--- src/rtl/tvss_pkg.sv ---
// Package: widths, command codes and the control store of the two value span sequencer.
package tvss_pkg;

  // Field widths
  localparam int unsigned CMD_W  = 2;
  localparam int unsigned CNT_W  = 7;
  localparam int unsigned BYTE_W = 8;
  localparam int unsigned MAX_LEN = 64;

  // Spread modes
  localparam logic [CMD_W-1:0] CMD_A_FIRST = 2'd0;
  localparam logic [CMD_W-1:0] CMD_B_FIRST = 2'd1;
  localparam logic [CMD_W-1:0] CMD_EVEN    = 2'd2;
  localparam logic [CMD_W-1:0] CMD_RSVD    = 2'd3;

  // Program counter and step addresses
  localparam int unsigned STEP_W = 3;
  localparam logic [STEP_W-1:0] STEP_WAIT  = 3'd0;
  localparam logic [STEP_W-1:0] STEP_CHECK = 3'd1;
  localparam logic [STEP_W-1:0] STEP_ROUTE = 3'd2;
  localparam logic [STEP_W-1:0] STEP_DIV   = 3'd3;
  localparam logic [STEP_W-1:0] STEP_EMIT  = 3'd4;
  localparam logic [STEP_W-1:0] STEP_DONE  = 3'd5;

  // Divider iterations: one quotient bit per step
  localparam logic [STEP_W-1:0] DIV_LAST = STEP_W'(CNT_W - 1);

  // Datapath operations
  typedef enum logic [2:0] {
    OP_NONE  = 3'd0,
    OP_LOAD  = 3'd1,
    OP_SETUP = 3'd2,
    OP_DIV   = 3'd3,
    OP_EMIT  = 3'd4
  } op_t;

  // Jump conditions: jump to target when true, else fall through
  typedef enum logic [2:0] {
    CND_ALWAYS    = 3'd0,
    CND_NOT_ACC   = 3'd1,
    CND_BAD       = 3'd2,
    CND_NO_DIV    = 3'd3,
    CND_DIV_MORE  = 3'd4,
    CND_EMIT_MORE = 3'd5
  } cond_t;

  typedef struct packed {
    op_t               op;
    cond_t             cond;
    logic [STEP_W-1:0] target;
  } ctrl_t;

  // Control store
  function automatic ctrl_t ucode_rom(input logic [STEP_W-1:0] addr);
    ctrl_t w;
    case (addr)
      STEP_WAIT:  w = '{op: OP_LOAD,  cond: CND_NOT_ACC,   target: STEP_WAIT};
      STEP_CHECK: w = '{op: OP_SETUP, cond: CND_BAD,       target: STEP_WAIT};
      STEP_ROUTE: w = '{op: OP_NONE,  cond: CND_NO_DIV,    target: STEP_EMIT};
      STEP_DIV:   w = '{op: OP_DIV,   cond: CND_DIV_MORE,  target: STEP_DIV};
      STEP_EMIT:  w = '{op: OP_EMIT,  cond: CND_EMIT_MORE, target: STEP_EMIT};
      STEP_DONE:  w = '{op: OP_NONE,  cond: CND_ALWAYS,    target: STEP_WAIT};
      default:    w = '{op: OP_NONE,  cond: CND_ALWAYS,    target: STEP_WAIT};
    endcase
    return w;
  endfunction

endpackage

--- src/rtl/two_value_span_sequencer.sv ---
// Two value span sequencer: microcoded control, divider and byte emitter.
//
// Usage: one request beat on the in_ channel names two byte values, their
// counts, a total length and a spread mode. The block answers with
// total_length beats on the out_ channel, one byte each, with out_last set
// on the final beat. A request whose counts do not sum to the length, whose
// length is zero or above 64, or whose command is the reserved code yields
// no beats at all.
// Flow: an accepted request is checked and set up at the check step; even
// interleave with both counts nonzero then runs the one-bit-per-cycle
// divider to form the ratio before the emit step, while the other cases
// go straight to it. The program counter of the control store takes a new
// request only at its wait step, so no new request is taken until the
// previous one has been emitted or rejected.
// The result sits in an output register, so the next request is accepted
// while the last beat of the previous one still waits for the receiver.
// A receiver stall holds the output beat and freezes the emit step.
// Reset returns the program counter to the wait step and drops out_valid.
module two_value_span_sequencer (
  input  logic                          clk,
  input  logic                          rst_n,
  input  logic                          in_valid,
  output logic                          in_stall,
  input  logic [tvss_pkg::CMD_W-1:0]    in_command,
  input  logic [tvss_pkg::CNT_W-1:0]    in_count_a,
  input  logic [tvss_pkg::CNT_W-1:0]    in_count_b,
  input  logic [tvss_pkg::BYTE_W-1:0]   in_value_a,
  input  logic [tvss_pkg::BYTE_W-1:0]   in_value_b,
  input  logic [tvss_pkg::CNT_W-1:0]    in_total_length,
  output logic                          out_valid,
  input  logic                          out_stall,
  output logic [tvss_pkg::BYTE_W-1:0]   out_element,
  output logic                          out_last
);
  import tvss_pkg::*;

  // Control
  logic [STEP_W-1:0] pc_r, pc_nxt;
  ctrl_t             cw;
  logic              cond_hit;
  logic              in_acc;

  // Request registers
  logic [CMD_W-1:0]  cmd_r;
  logic [CNT_W-1:0]  ca_r, cb_r, len_r;
  logic [BYTE_W-1:0] va_r, vb_r;

  // Divider
  logic [CNT_W-1:0]  quo_r, quo_nxt;
  logic [CNT_W-1:0]  rem_r, rem_nxt;
  logic [CNT_W-1:0]  dvsr_r, dvsr_nxt;
  logic [STEP_W-1:0] dcnt_r, dcnt_nxt;
  logic [CNT_W:0]    rem_sh;
  logic [CNT_W:0]    rem_diff;

  // Sequence walk
  logic [CNT_W-1:0]  pos_r, pos_nxt;
  logic [CNT_W-1:0]  run_r, run_nxt;
  logic [CNT_W-1:0]  done_a_r, done_a_nxt;
  logic [CNT_W-1:0]  done_b_r, done_b_nxt;
  logic              on_b_r, on_b_nxt;
  logic [CNT_W-1:0]  pos_inc, run_inc;
  logic              beat_go, last_now, sel_b;

  // Output register
  logic              out_valid_r, out_valid_nxt;
  logic [BYTE_W-1:0] elem_r, elem_nxt;
  logic              last_r, last_nxt;

  // Request checks
  logic              req_bad, no_div;
  logic [CNT_W:0]    cnt_sum;

  assign cw       = ucode_rom(pc_r);
  assign in_stall = (pc_r != STEP_WAIT);
  assign in_acc   = in_valid && !in_stall;

  assign cnt_sum = {1'b0, ca_r} + {1'b0, cb_r};
  assign req_bad = (cnt_sum != {1'b0, len_r}) || (len_r > CNT_W'(MAX_LEN))
                   || (len_r == '0) || (cmd_r == CMD_RSVD);
  assign no_div  = (cmd_r != CMD_EVEN) || (ca_r == '0) || (cb_r == '0);

  // Emit handshake and beat position
  assign beat_go  = (cw.op == OP_EMIT) && (!out_valid_r || !out_stall);
  assign pos_inc  = pos_r + CNT_W'(1);
  assign run_inc  = run_r + CNT_W'(1);
  assign last_now = (pos_inc == len_r);

  // Pick the value for the current slot
  always_comb begin
    case (cmd_r)
      CMD_A_FIRST: sel_b = (pos_r >= ca_r);
      CMD_B_FIRST: sel_b = (pos_r < cb_r);
      CMD_EVEN:    sel_b = no_div ? (ca_r == '0) : on_b_r;
      default:     sel_b = 1'b0;
    endcase
  end

  // Evaluate the jump condition
  always_comb begin
    case (cw.cond)
      CND_ALWAYS:    cond_hit = 1'b1;
      CND_NOT_ACC:   cond_hit = !in_acc;
      CND_BAD:       cond_hit = req_bad;
      CND_NO_DIV:    cond_hit = no_div;
      CND_DIV_MORE:  cond_hit = (dcnt_r != DIV_LAST);
      CND_EMIT_MORE: cond_hit = !(beat_go && last_now);
      default:       cond_hit = 1'b1;
    endcase
  end

  // Advance the program counter
  assign pc_nxt = cond_hit ? cw.target : pc_r + STEP_W'(1);

  // Divider step: shift in the next dividend bit, subtract when it fits
  assign rem_sh   = {rem_r, quo_r[CNT_W-1]};
  assign rem_diff = rem_sh - {1'b0, dvsr_r};

  // Datapath driven by the control word
  always_comb begin
    quo_nxt       = quo_r;
    rem_nxt       = rem_r;
    dvsr_nxt      = dvsr_r;
    dcnt_nxt      = dcnt_r;
    pos_nxt       = pos_r;
    run_nxt       = run_r;
    done_a_nxt    = done_a_r;
    done_b_nxt    = done_b_r;
    on_b_nxt      = on_b_r;
    elem_nxt      = elem_r;
    last_nxt      = last_r;
    out_valid_nxt = out_valid_r;

    // Drop the output beat once taken
    if (out_valid_r && !out_stall) begin
      out_valid_nxt = 1'b0;
    end

    case (cw.op)
      OP_SETUP: begin
        on_b_nxt   = (cb_r >= ca_r);
        quo_nxt    = (cb_r >= ca_r) ? cb_r : ca_r;
        dvsr_nxt   = (cb_r >= ca_r) ? ca_r : cb_r;
        rem_nxt    = '0;
        dcnt_nxt   = '0;
        pos_nxt    = '0;
        run_nxt    = '0;
        done_a_nxt = '0;
        done_b_nxt = '0;
      end
      OP_DIV: begin
        if (!rem_diff[CNT_W]) begin
          rem_nxt = rem_diff[CNT_W-1:0];
          quo_nxt = {quo_r[CNT_W-2:0], 1'b1};
        end else begin
          rem_nxt = rem_sh[CNT_W-1:0];
          quo_nxt = {quo_r[CNT_W-2:0], 1'b0};
        end
        dcnt_nxt = dcnt_r + STEP_W'(1);
      end
      OP_EMIT: begin
        if (beat_go) begin
          out_valid_nxt = 1'b1;
          elem_nxt      = sel_b ? vb_r : va_r;
          last_nxt      = last_now;
          pos_nxt       = pos_inc;
          run_nxt       = run_inc;
          if (on_b_r) begin
            done_b_nxt = done_b_r + CNT_W'(1);
          end else begin
            done_a_nxt = done_a_r + CNT_W'(1);
          end
          // Switch value after each full run while the other still has slots
          if (run_inc == quo_r) begin
            if (!on_b_r && (done_b_r < cb_r)) begin
              on_b_nxt = 1'b1;
            end else if (on_b_r && (done_a_r < ca_r)) begin
              on_b_nxt = 1'b0;
            end
            run_nxt = '0;
          end
        end
      end
      default: begin
      end
    endcase
  end

  // Control registers
  always_ff @(posedge clk) begin
    if (!rst_n) begin
      pc_r        <= STEP_WAIT;
      out_valid_r <= 1'b0;
    end else begin
      pc_r        <= pc_nxt;
      out_valid_r <= out_valid_nxt;
    end
  end

  // Capture the request beat
  always_ff @(posedge clk) begin
    if (in_acc) begin
      cmd_r <= in_command;
      ca_r  <= in_count_a;
      cb_r  <= in_count_b;
      va_r  <= in_value_a;
      vb_r  <= in_value_b;
      len_r <= in_total_length;
    end
  end

  // Payload registers
  always_ff @(posedge clk) begin
    quo_r    <= quo_nxt;
    rem_r    <= rem_nxt;
    dvsr_r   <= dvsr_nxt;
    dcnt_r   <= dcnt_nxt;
    pos_r    <= pos_nxt;
    run_r    <= run_nxt;
    done_a_r <= done_a_nxt;
    done_b_r <= done_b_nxt;
    on_b_r   <= on_b_nxt;
    elem_r   <= elem_nxt;
    last_r   <= last_nxt;
  end

  assign out_valid   = out_valid_r;
  assign out_element = elem_r;
  assign out_last    = last_r;

  // An accepted request is checked in the next cycle
  a_acc_to_check: assert property (@(posedge clk) disable iff (!rst_n)
    in_acc |=> (pc_r == STEP_CHECK))
    else $error("request not followed by check step");

  // The divider never runs with a zero divisor
  a_div_nonzero: assert property (@(posedge clk) disable iff (!rst_n)
    (pc_r == STEP_DIV) |-> (dvsr_r != '0))
    else $error("divide step with zero divisor");

  // Emission never runs past the requested length
  a_pos_bound: assert property (@(posedge clk) disable iff (!rst_n)
    (pc_r == STEP_EMIT) |-> (pos_r < len_r))
    else $error("emit position past length");

  // In interleave the run counter stays below the ratio
  a_run_bound: assert property (@(posedge clk) disable iff (!rst_n)
    ((pc_r == STEP_EMIT) && !no_div) |-> (run_r < quo_r))
    else $error("run counter reached ratio");

endmodule

--- config.mk ---
export PLATFORM = sky130hd
export DESIGN_NAME = two_value_span_sequencer
export DESIGN_NICKNAME = d
export VERILOG_FILES = /design/src/rtl/tvss_pkg.sv /design/src/rtl/two_value_span_sequencer.sv
export SDC_FILE = /design/constraint.sdc
export NUM_CORES = 1
export LEC_CHECK = 0
export ABC_AREA = 1
export CAP_MARGIN = 10
export CORE_ASPECT_RATIO = 1.4
export CORE_MARGIN = 5
export CORE_UTILIZATION = 50
export DETAILED_ROUTE_END_ITERATION = 7
export DONT_BUFFER_PORTS = 1
export PLACE_DENSITY_LB_ADDON = 0.12
export SYNTH_ARGS = -nofsm -noshare
export SYNTH_HDL_FRONTEND = slang
export SYNTH_SLANG_ARGS = --single-unit
--- constraint.sdc ---
create_clock -name clk -period 4.3 [get_ports clk]
set_input_delay 0.86 -clock clk [delete_from_list [all_inputs] [get_ports clk]]
set_output_delay 0.86 -clock clk [all_outputs]
set_load 0.1 [all_outputs]
# After elaboration in Yosys (flattened, before gate mapping)
# Index checks and enable logic that the tools add are counted.
classes:
  add_sub_neg: 8
  order_cmp: 6
  eq_ne: 25
  mux: 32
  n_reduce_logical: 31
op_table:
  columns: ["operator", "count"]
  rows:
  - ["one-hot mux 7 bit (2 select lines)", 6]
  - ["two-way mux 7 bit", 10]
  - ["one-hot mux 9 bit (5 select lines)", 1]
  - ["adder 7 x 1 -> 7 bit (second input constant)", 4]
  - ["zero test 7 bit", 3]
  - ["< comparator 7 bit", 3]
  - ["== test 3 x 2 -> 1 bit (second input constant)", 6]
  - ["== test 7 bit", 2]
  - ["greater-or-equal comparator 7 bit", 2]
  - ["== test 3 bit (second input constant)", 4]
  - ["two-way mux 1 bit", 9]
  - ["adder 7 x 7 -> 8 bit", 1]
  - ["two-way mux 8 bit", 1]
  - ["!= test 2 bit (second input constant)", 4]
  - ["!= test 8 x 7 -> 1 bit", 1]
  - ["subtractor 8 x 7 -> 8 bit", 1]
  - ["> comparator 7 bit (second input constant)", 1]
  - ["adder 3 x 1 -> 3 bit (second input constant)", 2]
  - ["== test 3 x 1 -> 1 bit (second input constant)", 2]
  - ["logical AND 1 bit", 6]
  - ["zero test 1 bit", 6]
  - ["logical OR 1 bit", 6]
  - ["one-hot mux 3 bit (2 select lines)", 1]
  - ["AND reduction 3 bit", 2]
  - ["15 further kinds", 18]
totals:
  ff_bits: 105
  inputBits: 43
  output_inout_bits: 11
  wordCells: 121

# Logic depth before layout (Yosys ltp)
# Gate-level depths: netlist of run 1.
depth:
  depth_word: 8
  depth_mapped: 17
  mapped_depth_nobuf: 17

# Least setup slack after synthesis of run 1
# Ideal clock, no wire load.
synth_timing:
  path_type: "register to register"
  startpoint: "register pc_r[0]"
  endpoint: "register on_b_r (enable)"
  setup_ns: 0.304
  arrival_ns: 2.722
  required_ns: 3.996
  path_slack_ns: 1.274
  stages_incl_launch_ff: 10
  path_buffers: 0
  synth_period_minus_slack_ns: 3.026
  path_cell_list: "dfxtp_1 -> inv_1 -> ha_1 -> nand2_1 -> nand2_1 -> nor2_1 -> nor2_1 -> inv_1 -> nand2_1 -> a21oi_1"
synth_via:
  elab_chain_cells: 6
  word_cells_on_any_way: 14
  classes_between: "eq/ne (9); mux (1); reduce/logical (4)"
synth_lines:
  columns: ["item", "line_no", "source"]
  rows:
  - ["start: declaration", "two_value_span_sequencer.sv:38", "logic [STEP_W-1:0] pc_r, pc_nxt;"]
  - ["start signal: assignment", "two_value_span_sequencer.sv:195", "pc_r <= pc_nxt;"]
  - ["== test 3 bit (tied with other cells)", "tvss_pkg.sv:56", "case (addr)"]
  - ["one-hot mux 9 bit (5 select lines) (*)", "tvss_pkg.sv:56", null]
  - ["== test 3 bit", "two_value_span_sequencer.sv:84, two_value_span_sequencer.sv:139", null]
  - ["logical AND 1 bit", "two_value_span_sequencer.sv:84", "assign beat_go = (cw.op == OP_EMIT) && (!out_valid_r || !out_stall);"]
  - ["!= test 2 bit (no source line)", null, null]
  - ["AND reduction 4 bit (no source line) (*)", null, null]
  - ["end signal: assignment", "two_value_span_sequencer.sv:222", "on_b_r <= on_b_nxt;"]
  - ["end: declaration", "two_value_span_sequencer.sv:61", "logic on_b_r, on_b_nxt;"]
# Mark *: on every way between the ends. The rest lies on a longest branch, timed or not.
# A chain may end at the register's enable or synchronous reset.

# Worst setup path in the final report of run 1
layout_timing:
  startpoint: "register ca_r[5]"
  endpoint: "register quo_r[3], data pin"
layout_via:
  elab_chain_cells: 3
layout_lines:
  columns: ["item", "line_no", "source"]
  rows:
  - ["start: declaration", "two_value_span_sequencer.sv:45", "logic [CNT_W-1:0] ca_r, cb_r, len_r;"]
  - ["start signal: assignment", "two_value_span_sequencer.sv:204", "ca_r <= in_count_a;"]
  - ["greater-or-equal comparator 7 bit", "two_value_span_sequencer.sv:142", "quo_nxt = (cb_r >= ca_r) ? cb_r : ca_r;"]
  - ["two-way mux 7 bit", "two_value_span_sequencer.sv:142", null]
  - ["one-hot mux 7 bit (2 select lines)", "two_value_span_sequencer.sv:139", "case (cw.op)"]
  - ["via quo_nxt[3]", "two_value_span_sequencer.sv:49", "logic [CNT_W-1:0] quo_r, quo_nxt;"]
  - ["end signal: assignment", "two_value_span_sequencer.sv:214", "quo_r <= quo_nxt;"]
  - ["end: declaration", "two_value_span_sequencer.sv:49", null]
# The timed path passes the listed nets, and every way through them passes these cells.

==> metrics.csv, run 1 <==
metric;value;unit
outcome;complete, no violations;
globalplace.congestion;0.912;
io_pins;54;
dr.first_iter.drc_count;203;
synth.cell_area;0.00631;mm^2
synth-adder-area-share;12.1;%
first_global_vias;4515;
synth_edf_count;101;
floorplan.core_area;0.0124;mm^2
crit_slowest_cell;sky130_fd_sc_hd__nand3_1;
drt_drc_violations_left;0;
crit_start;ca_r[5];
cp-end-kind;register;
cp.buffers_inverters;2;
cts.path.max_buffers;2;
grt_antenna_before_repair;0;
peakVddDrop;414;uV
cts_htree_levels;3;
yosys.area_share.simple;18.7;%
cts_num_sinks;105;
final_cell_mix;sky130_fd_sc_hd__nand2_1, sky130_fd_sc_hd__inv_1, sky130_fd_sc_hd__edfxtp_1, sky130_fd_sc_hd__nor2_1, sky130_fd_sc_hd__ha_1;
startpoint_class;register;
timing.critical_path.required;4.37;ns
worst_skew_pair.late_latency;0.35;ns
detail_route.first_pass.iterations;4;
grt-ovfl-total;0;
final-hold-violation-count;0;
port_buffers;0;
critPathMaxStageDelay;0.63;ns
postRouteWirelength;13.3;mm
ys_dominant_reg_cell;sky130_fd_sc_hd__edfxtp_1;
worstHoldPathCells;2;
grt_start_max_net_pins;30;
min_period_over_period;65.7;%
placementRows;48;
synth_nets;774;
arrival_time_reported_for_the_critical_path_endpoint;2.90;ns
setup_tns;0;ns
final.setup_skew;0.00820;ns
dpl.hpwl;10.4;mm
grt_pass1_wl;21.8;mm
timing.slew.headroom;39.1;%
holdCritPathClass;reg -> reg;
dominant_combinational_cell_family_by_area_after_synthesis;simple AND/OR/NAND/NOR gates;
synth-seq-cells;105;
post_route_cells_drive_above_1_share;5.87;%
synthXorXnorAreaFrac;3.35;%
post_cts_hold_buffer_count;0;
chipWidth;105;um
cts_buffers;9;
worst_hold_path_startpoint;vb_r[2];
crit_path_cell_trace;inv_1 > ha_1 > inv_1 > nor3_1 > a211oi_1 > nand3_1 > o211ai_1 > o21ai_0;
p_per_cell_area;642;mW/mm^2
route.antenna.remaining_nets;0;
cts_post_setup_buffers_inserted;0;
average_wire_length_per_cell_after_detail_routing;16.0;um
antenna_cells;0;
design_power_total;4.37;mW
timing.reg2reg.worst_path_depth;8;
path_class;reg -> reg;
post_layout_nonfiller_instances;832;
synthesized_area_per_cell;9.41;um^2
timing.max_cap.violations;0;
worstPathMaxFanout;29;
postSynthCellCount;671;
cpLargestDelayFamily;compound AO/OA/AOI/OAI gates;
finish.net_count;780;
worst_r2r_startpoint;ca_r[5];
floorplan.die.height;143;um
static_leakage_power;2.96;nW
asyncSetResetFlopFracSynth;0;%
report.final.setup_viol;0;
track_usage;18.4;%
clock_tree.root_cell;sky130_fd_sc_hd__clkbuf_16;
yosysWarnings;0;
fin_hold_ws;0.529;ns
cts_tree;yes;
post_synth_mux_area_share;0;%
slew_violations;0;
flow.area_growth_from_synthesis;7.65;%
total_vias_in_the_final_route;4441;
synth_sequential_area_ratio;49.3;%
timing_worst_slew_pin_value;0.907;ns
initial_core_util;51.0;%
rsz0062_at_grt;no;
die_area;0.0150;mm^2
layout_commonest_cell;sky130_fd_sc_hd__nand2_1;
final_period_minus_worst_setup_slack;2.83;ns
cts_resized;0;
synth_compound_area_share;9.25;%
cp.depth;8;
clkSlewWorstSetupHoldPaths;0.08;ns
most_prevalent_standard_cell_on_the_critical_path;sky130_fd_sc_hd__inv_1;
post-place-cells;816;
detail_route.vias_per_cell;5.34;
clock.fmax;0.354;GHz
ys_types;37;
-- cells in the mapped netlist, drive strengths merged, types with 2 or more instances --
| cell type | n | area (um^2) |
|---|---|---|
| nor3b | 2 | 15.0 |
| inv | 105 | 394 |
| nand3b | 5 | 37.5 |
| nor2 | 75 | 282 |
| nand2 | 128 | 483 |
| a21oi | 38 | 190 |
| xnor2 | 7 | 61.3 |
| a211oi | 8 | 70.1 |
| xor2 | 15 | 150 |
| o21ai | 30 | 184 |
| buf | 6 | 47.5 |
| nor3 | 7 | 40.0 |
| fa | 2 | 40.0 |
| edfxtp | 101 | 3030 |
| dfxtp | 4 | 80.1 |
| nand3 | 40 | 210 |
| o2111ai | 2 | 17.5 |
| o211ai | 11 | 87.6 |
| ha | 58 | 726 |
| nor4 | 3 | 18.8 |
| clkbuf | 5 | 18.8 |
| nand4 | 14 | 87.6 |
-- area by class of cell --
class | count | area, um^2
Sequential cell | 105 | 3110
Fill cell | 1126 | 5570
Clock buffer | 9 | 225
Tap cell | 150 | 188
Multi-Input combinational cell | 450 | 2740
Timing Repair Buffer | 6 | 45.0
Inverter | 105 | 394
Clock inverter | 7 | 91.3
-- where the power goes --
group	switching [mW]	internal [mW]
combinational	1.13	0.548
clock	0.425	0.420
sequential	0.330	1.51
total	1.89	2.48
-- sequential cells by signal, indices dropped and copies added, names as in the netlist --
name,cells
ca_r,7
cb_r,7
cmd_r,2
dcnt_r,3
done_a_r,7
done_b_r,7
dvsr_r,7
len_r,7
on_b_r,1
out_element,8
out_last,1
out_valid,1
pc_r,3
pos_r,7
quo_r,7
rem_r,7
run_r,7
va_r,8
vb_r,8
-- routing by layer --
layer	share of wire, %	track usage, %	up-vias
met5	0	0	-
met3	3.0	2.89	34
li1	-	-	2293
met1	42	21.2	2023
met4	4.5	9.70	0
met2	51	32.9	91
-- cell families (layout without fill, tap and decap cells) --
group                      after synthesis  after routing
adders and majority gates               60             60
xor gates and xnor gates                22             22
DFF                                    105            105
buffers and inverters                  116            127
AOI/OAI and AO/OA                       93             93
and+or+nand+nor                        275            275
-- through the flow --
step	utilization, %	instance area, um^2	setup slack (ns)
detailed placement	52.4	6480	1.50
global route	54.9	6800	1.21
CTS	54.9	6800	1.48
floorplan	-	6310	1.27
finish	54.9	6800	1.47
global placement	52.4	6480	1.58
-- path summary, 6_finish.rpt --
| kind | endpoint | slack, ns |
|---|---|---|
| hold / removal | out_element[2] | 0.53 |
| setup reg to reg | quo_r[3] | 1.47 |
| setup / recovery | quo_r[3] | 1.47 |
| hold reg to reg | out_element[2] | 0.53 |
-- tightest hold or removal path: stages, from the launching register on --
cell and delay (ns):
sky130_fd_sc_hd__edfxtp_1 0.33, sky130_fd_sc_hd__nand2_1 0.06, sky130_fd_sc_hd__o21ai_2 0.04
Power figures use the tool's default switching activity.
==> run 2, diff against run 1 <==
Clock period 4.3 ns to 2.6 ns, I/O delays scaled along.
==> metrics.csv, run 2 (synthesized netlist as in run 1, its figures left out) <==
metric;value;unit
outcome;complete, no violations;
clock.fmax;0.418;GHz
arrival_time_reported_for_the_critical_path_endpoint;2.64;ns
cts_num_sinks;105;
initial_core_util;51.0;%
dpl.hpwl;10.8;mm
cts_buffers;9;
globalplace.congestion;0.929;
clkSlewWorstSetupHoldPaths;0.08;ns
average_wire_length_per_cell_after_detail_routing;16.4;um
static_leakage_power;3.05;nW
post-place-cells;835;
cts_post_setup_buffers_inserted;0;
min_period_over_period;92.1;%
post_cts_hold_buffer_count;0;
io_pins;54;
detail_route.first_pass.iterations;5;
report.final.setup_viol;0;
cts_resized;0;
r2r_slack;0.21;ns
timing.critical_path.required;2.85;ns
slew_violations;0;
finish.net_count;799;
timing_worst_slew_pin_value;0.901;ns
first_global_vias;4613;
postRouteWirelength;14.0;mm
fin_area;0.00695;mm^2
antenna_cells;0;
worstPathMaxFanout;3;
timing.slew.headroom;40.1;%
startpoint_class;register;
worst_skew_pair.late_latency;0.35;ns
setup_tns;0;ns
chipWidth;105;um
p_per_cell_area;1060;mW/mm^2
post_route_cells_drive_above_1_share;9.27;%
cts.path.max_buffers;2;
path_class;reg -> reg;
post_dp_cell_area;0.00665;mm^2
post_layout_nonfiller_instances;851;
flow.area_growth_from_synthesis;10.1;%
cts_htree_levels;3;
cts_tree;yes;
final_cell_mix;sky130_fd_sc_hd__nand2_1, sky130_fd_sc_hd__inv_1, sky130_fd_sc_hd__edfxtp_1, sky130_fd_sc_hd__nor2_1, sky130_fd_sc_hd__ha_1;
drt_drc_violations_left;0;
port_buffers;0;
final-hold-violation-count;0;
grt_antenna_before_repair;0;
floorplan.core_area;0.0124;mm^2
placementRows;48;
worstHoldPathCells;0;
grt_pass1_wl;22.2;mm
total_vias_in_the_final_route;4578;
timing.max_cap.violations;0;
final_period_minus_worst_setup_slack;2.39;ns
detail_route.vias_per_cell;5.38;
worst_r2r_startpoint;cb_r[0];
die_area;0.0150;mm^2
layout.core_utilization;56.2;%
rsz0062_at_grt;no;
design_power_total;7.36;mW
clock_tree.root_cell;sky130_fd_sc_hd__clkbuf_16;
floorplan.die.height;143;um
dr.first_iter.drc_count;216;
holdCritPathClass;in -> reg;
worst_hold_path_startpoint;in_count_a[4];
cp-end-kind;register;
track_usage;18.9;%
grt_start_max_net_pins;40;
route.antenna.remaining_nets;0;
whs_endpoint;ca_r[4];
peakVddDrop;521;uV
final.setup_skew;0.00898;ns
grt-ovfl-total;0;
rr_endpoint;pc_r[1];
timing.reg2reg.worst_path_depth;15;
layout_commonest_cell;sky130_fd_sc_hd__nand2_1;
-- run 2: layer usage --
layer / global-route usage (%) / vias to the layer above / part of all wire, %
met1: 20.9 / 2115 / 40
met5: 0 / - / 0
li1: - / 2331 / -
met4: 8.08 / 0 / 2.6
met2: 35.8 / 107 / 54
met3: 2.85 / 25 / 3.7
-- run 2: worst max path at each step --
stage | slack (ns) | from | end
after floorplan | 0.04 | pc_r[0] | on_b_r
after global placement | 0.25 | cb_r[0] | pc_r[2]
after CTS | 0.17 | cb_r[0] | pc_r[1]
after detailed placement | 0.18 | cb_r[0] | pc_r[1]
after global routing | 0.003 | cb_r[0] | pc_r[1]
final | 0.21 | cb_r[0] | pc_r[1]
-- run 2: power by group --
part,total [mW],internal [mW],switching [mW]
Sequential,2.88,2.50,0.387
Combinational,3.13,1.04,2.09
Clock,1.35,0.677,0.669
-- run 2: critical path, cell delays in order, from the launching register on --
cell	delay, ns
sky130_fd_sc_hd__edfxtp_1	0.42
sky130_fd_sc_hd__ha_1	0.21
sky130_fd_sc_hd__inv_1	0.08
sky130_fd_sc_hd__fa_1	0.43
sky130_fd_sc_hd__inv_1	0.07
sky130_fd_sc_hd__nand2_1	0.04
sky130_fd_sc_hd__nand2_1	0.06
sky130_fd_sc_hd__nand3_1	0.07
sky130_fd_sc_hd__nor2_1	0.12
sky130_fd_sc_hd__nand2_1	0.06
sky130_fd_sc_hd__nor2_1	0.13
sky130_fd_sc_hd__nand3_2	0.13
sky130_fd_sc_hd__o21bai_2	0.21
sky130_fd_sc_hd__nand3_2	0.10
sky130_fd_sc_hd__nand2_1	0.09
sky130_fd_sc_hd__a21oi_1	0.07
-- run 2: cell type report --
cell class,instances,area [um^2]
clock buffers,9,225
flip-flops and latches,105,3110
well taps,150,188
clock inverters,7,72.6
inverters,105,394
fillers,1055,5420
repair buffers,25,200
multi-input cells,450,2760
-- run 2: stage by stage --
stage / hold WS (ns) / setup slack [ns]
2_1_floorplan: 0.501 / 0.0352
3_3_place_gp: 0.501 / 0.249
3_5_place_dp: 0.505 / 0.183
4_1_cts: 0.243 / 0.171
5_1_grt: 0.239 / 0.00341
6_report: 0.254 / 0.207
==> run 3, diff against run 2 <==
Settings changed: SETUP_SLACK_MARGIN from default to 0.3.
==> metrics.csv, run 3 (synthesized netlist as in run 1, its figures left out) <==
metric;value;unit
timing.slew.headroom;39.9;%
slew_violations;0;
final.setup_skew;0.0124;ns
chipWidth;105;um
layout_commonest_cell;sky130_fd_sc_hd__nand2_1;
post_cts_hold_buffer_count;0;
arrival_time_reported_for_the_critical_path_endpoint;2.55;ns
average_wire_length_per_cell_after_detail_routing;16.6;um
floorplan.die.height;143;um
flow.area_growth_from_synthesis;15.1;%
clock.fmax;0.436;GHz
first_global_vias;4533;
rsz0062_at_grt;yes;
fin_hold_ws;0.253;ns
peakVddDrop;510;uV
cts_tree;yes;
clock_tree.root_cell;sky130_fd_sc_hd__clkbuf_16;
final_period_minus_worst_setup_slack;2.29;ns
antenna_cells;0;
globalplace.congestion;0.911;
report.final.setup_viol;0;
total_vias_in_the_final_route;4646;
grt_pass1_wl;22.5;mm
cts_buffers;9;
startpoint_class;register;
track_usage;19.1;%
cts_num_sinks;105;
dr.first_iter.drc_count;186;
setup_tns;0;ns
crit_slowest_cell;sky130_fd_sc_hd__fa_2;
min_period_over_period;88.2;%
initial_core_util;51.0;%
cp.buffers_inverters;2;
grt_start_max_net_pins;40;
worst_skew_pair.late_latency;0.36;ns
drt_drc_violations_left;0;
timing.max_cap.violations;0;
final-hold-violation-count;0;
final_cell_mix;sky130_fd_sc_hd__nand2_1, sky130_fd_sc_hd__edfxtp_1, sky130_fd_sc_hd__inv_1, sky130_fd_sc_hd__nor2_1, sky130_fd_sc_hd__ha_1;
grt-ovfl-total;0;
route.antenna.remaining_nets;0;
cpLargestDelayFamily;simple AND/OR/NAND/NOR gates;
crit_start;ca_r[0];
outcome;complete, no violations;
floorplan.core_area;0.0124;mm^2
holdCritPathClass;in -> reg;
cts.path.max_buffers;2;
critPathMaxStageDelay;0.44;ns
cts_htree_levels;3;
crit_path_cell_trace;ha_2 > inv_2 > fa_2 > inv_1 > nand2_1 > nand2_1 > nand3_1 > nor2_1 > nand2_1 > nor2_2 > nand3_2 > o21bai_4 > nand3_2 > nand2_1 > a21oi_1;
most_prevalent_standard_cell_on_the_critical_path;sky130_fd_sc_hd__nand2_1;
detail_route.vias_per_cell;5.35;
layout.core_utilization;58.7;%
worstPathMaxFanout;3;
timing_worst_slew_pin_value;0.903;ns
dpl.hpwl;10.9;mm
io_pins;54;
worst_hold_path_startpoint;in_total_length[3];
static_leakage_power;3.16;nW
post_route_cells_drive_above_1_share;14.9;%
worst_r2r_startpoint;ca_r[0];
finish.net_count;817;
clkSlewWorstSetupHoldPaths;0.08;ns
port_buffers;0;
placementRows;48;
grt_antenna_before_repair;0;
postRouteWirelength;14.4;mm
path_class;reg -> reg;
detail_route.first_pass.iterations;4;
die_area;0.0150;mm^2
timing.critical_path.required;2.85;ns
cp-end-kind;register;
p_per_cell_area;1060;mW/mm^2
==> run 3: changes by cell type in the layout (fill, tap and decap cells not counted), sizes merged <==
cell,previous run,this run
clkbuf,9,11
buf,25,41
==> run 3: cell type report <==
class                   count  area [um^2]
multi-input cells         450         2890
well taps                 150          188
clock buffers               9          225
inverters                 105          394
flip-flops and latches    105         3110
clock inverters             7         73.8
fillers                  1089         5100
repair buffers             43          387
==> run 3: what timing repair did <==
item	4_1_cts	5_1_grt
pin swaps	12	10
hold endpoints to repair	0	0
cloned	0	2
resized for setup	7	28
endpoints found under the setup margin	4	33
setup buffers	2	13
==> run 3: through the flow <==
stage | power [mW] | std cells | setup slack, ns | area [um^2]
floorplan | 5.21 | 671 | 0.218 | 6330
global placement | 5.97 | 836 | 0.252 | 6660
detailed placement | 6.08 | 836 | 0.215 | 6660
CTS | 7.48 | 854 | 0.262 | 6990
global route | 8.28 | 869 | 0.143 | 7270
finish | 7.73 | 869 | 0.307 | 7270
==> run 3: path summary, 6_finish.rpt <==
check	endpoint	slack [ns]	cells past startpoint
worst min register to register	out_valid	0.51	2
worst max-delay path	pc_r[0]	0.31	15
worst min-delay path	len_r[3]	0.25	0
worst max register to register	pc_r[0]	0.31	15
==> run 3: routing by layer <==
layer  global-route usage [%]  routed length, um  vias to the layer above
met5                        0                  0                        -
met4                     6.33                395                        0
met3                     3.39                373                       26
met2                     36.0               7750                       67
met1                     21.5               5870                     2190
li1                         -                  -                     2363
==> run 3: where the power goes <==
group / leakage (nW) / internal, mW / switching (mW)
registers: 0.986 / 2.49 / 0.371
logic: 2.03 / 1.27 / 2.22
clock network: 0.147 / 0.681 / 0.691
==> run 3: worst register-to-register path: stages (launching register included) <==
cell                       delay (ns)
sky130_fd_sc_hd__edfxtp_1        0.40
sky130_fd_sc_hd__ha_2            0.21
sky130_fd_sc_hd__inv_2           0.06
sky130_fd_sc_hd__fa_2            0.44
sky130_fd_sc_hd__inv_1           0.06
sky130_fd_sc_hd__nand2_1         0.05
sky130_fd_sc_hd__nand2_1         0.06
sky130_fd_sc_hd__nand3_1         0.06
sky130_fd_sc_hd__nor2_1          0.09
sky130_fd_sc_hd__nand2_1         0.08
sky130_fd_sc_hd__nor2_2          0.13
sky130_fd_sc_hd__nand3_2         0.14
sky130_fd_sc_hd__o21bai_4        0.17
sky130_fd_sc_hd__nand3_2         0.09
sky130_fd_sc_hd__nand2_1         0.10
sky130_fd_sc_hd__a21oi_1         0.07
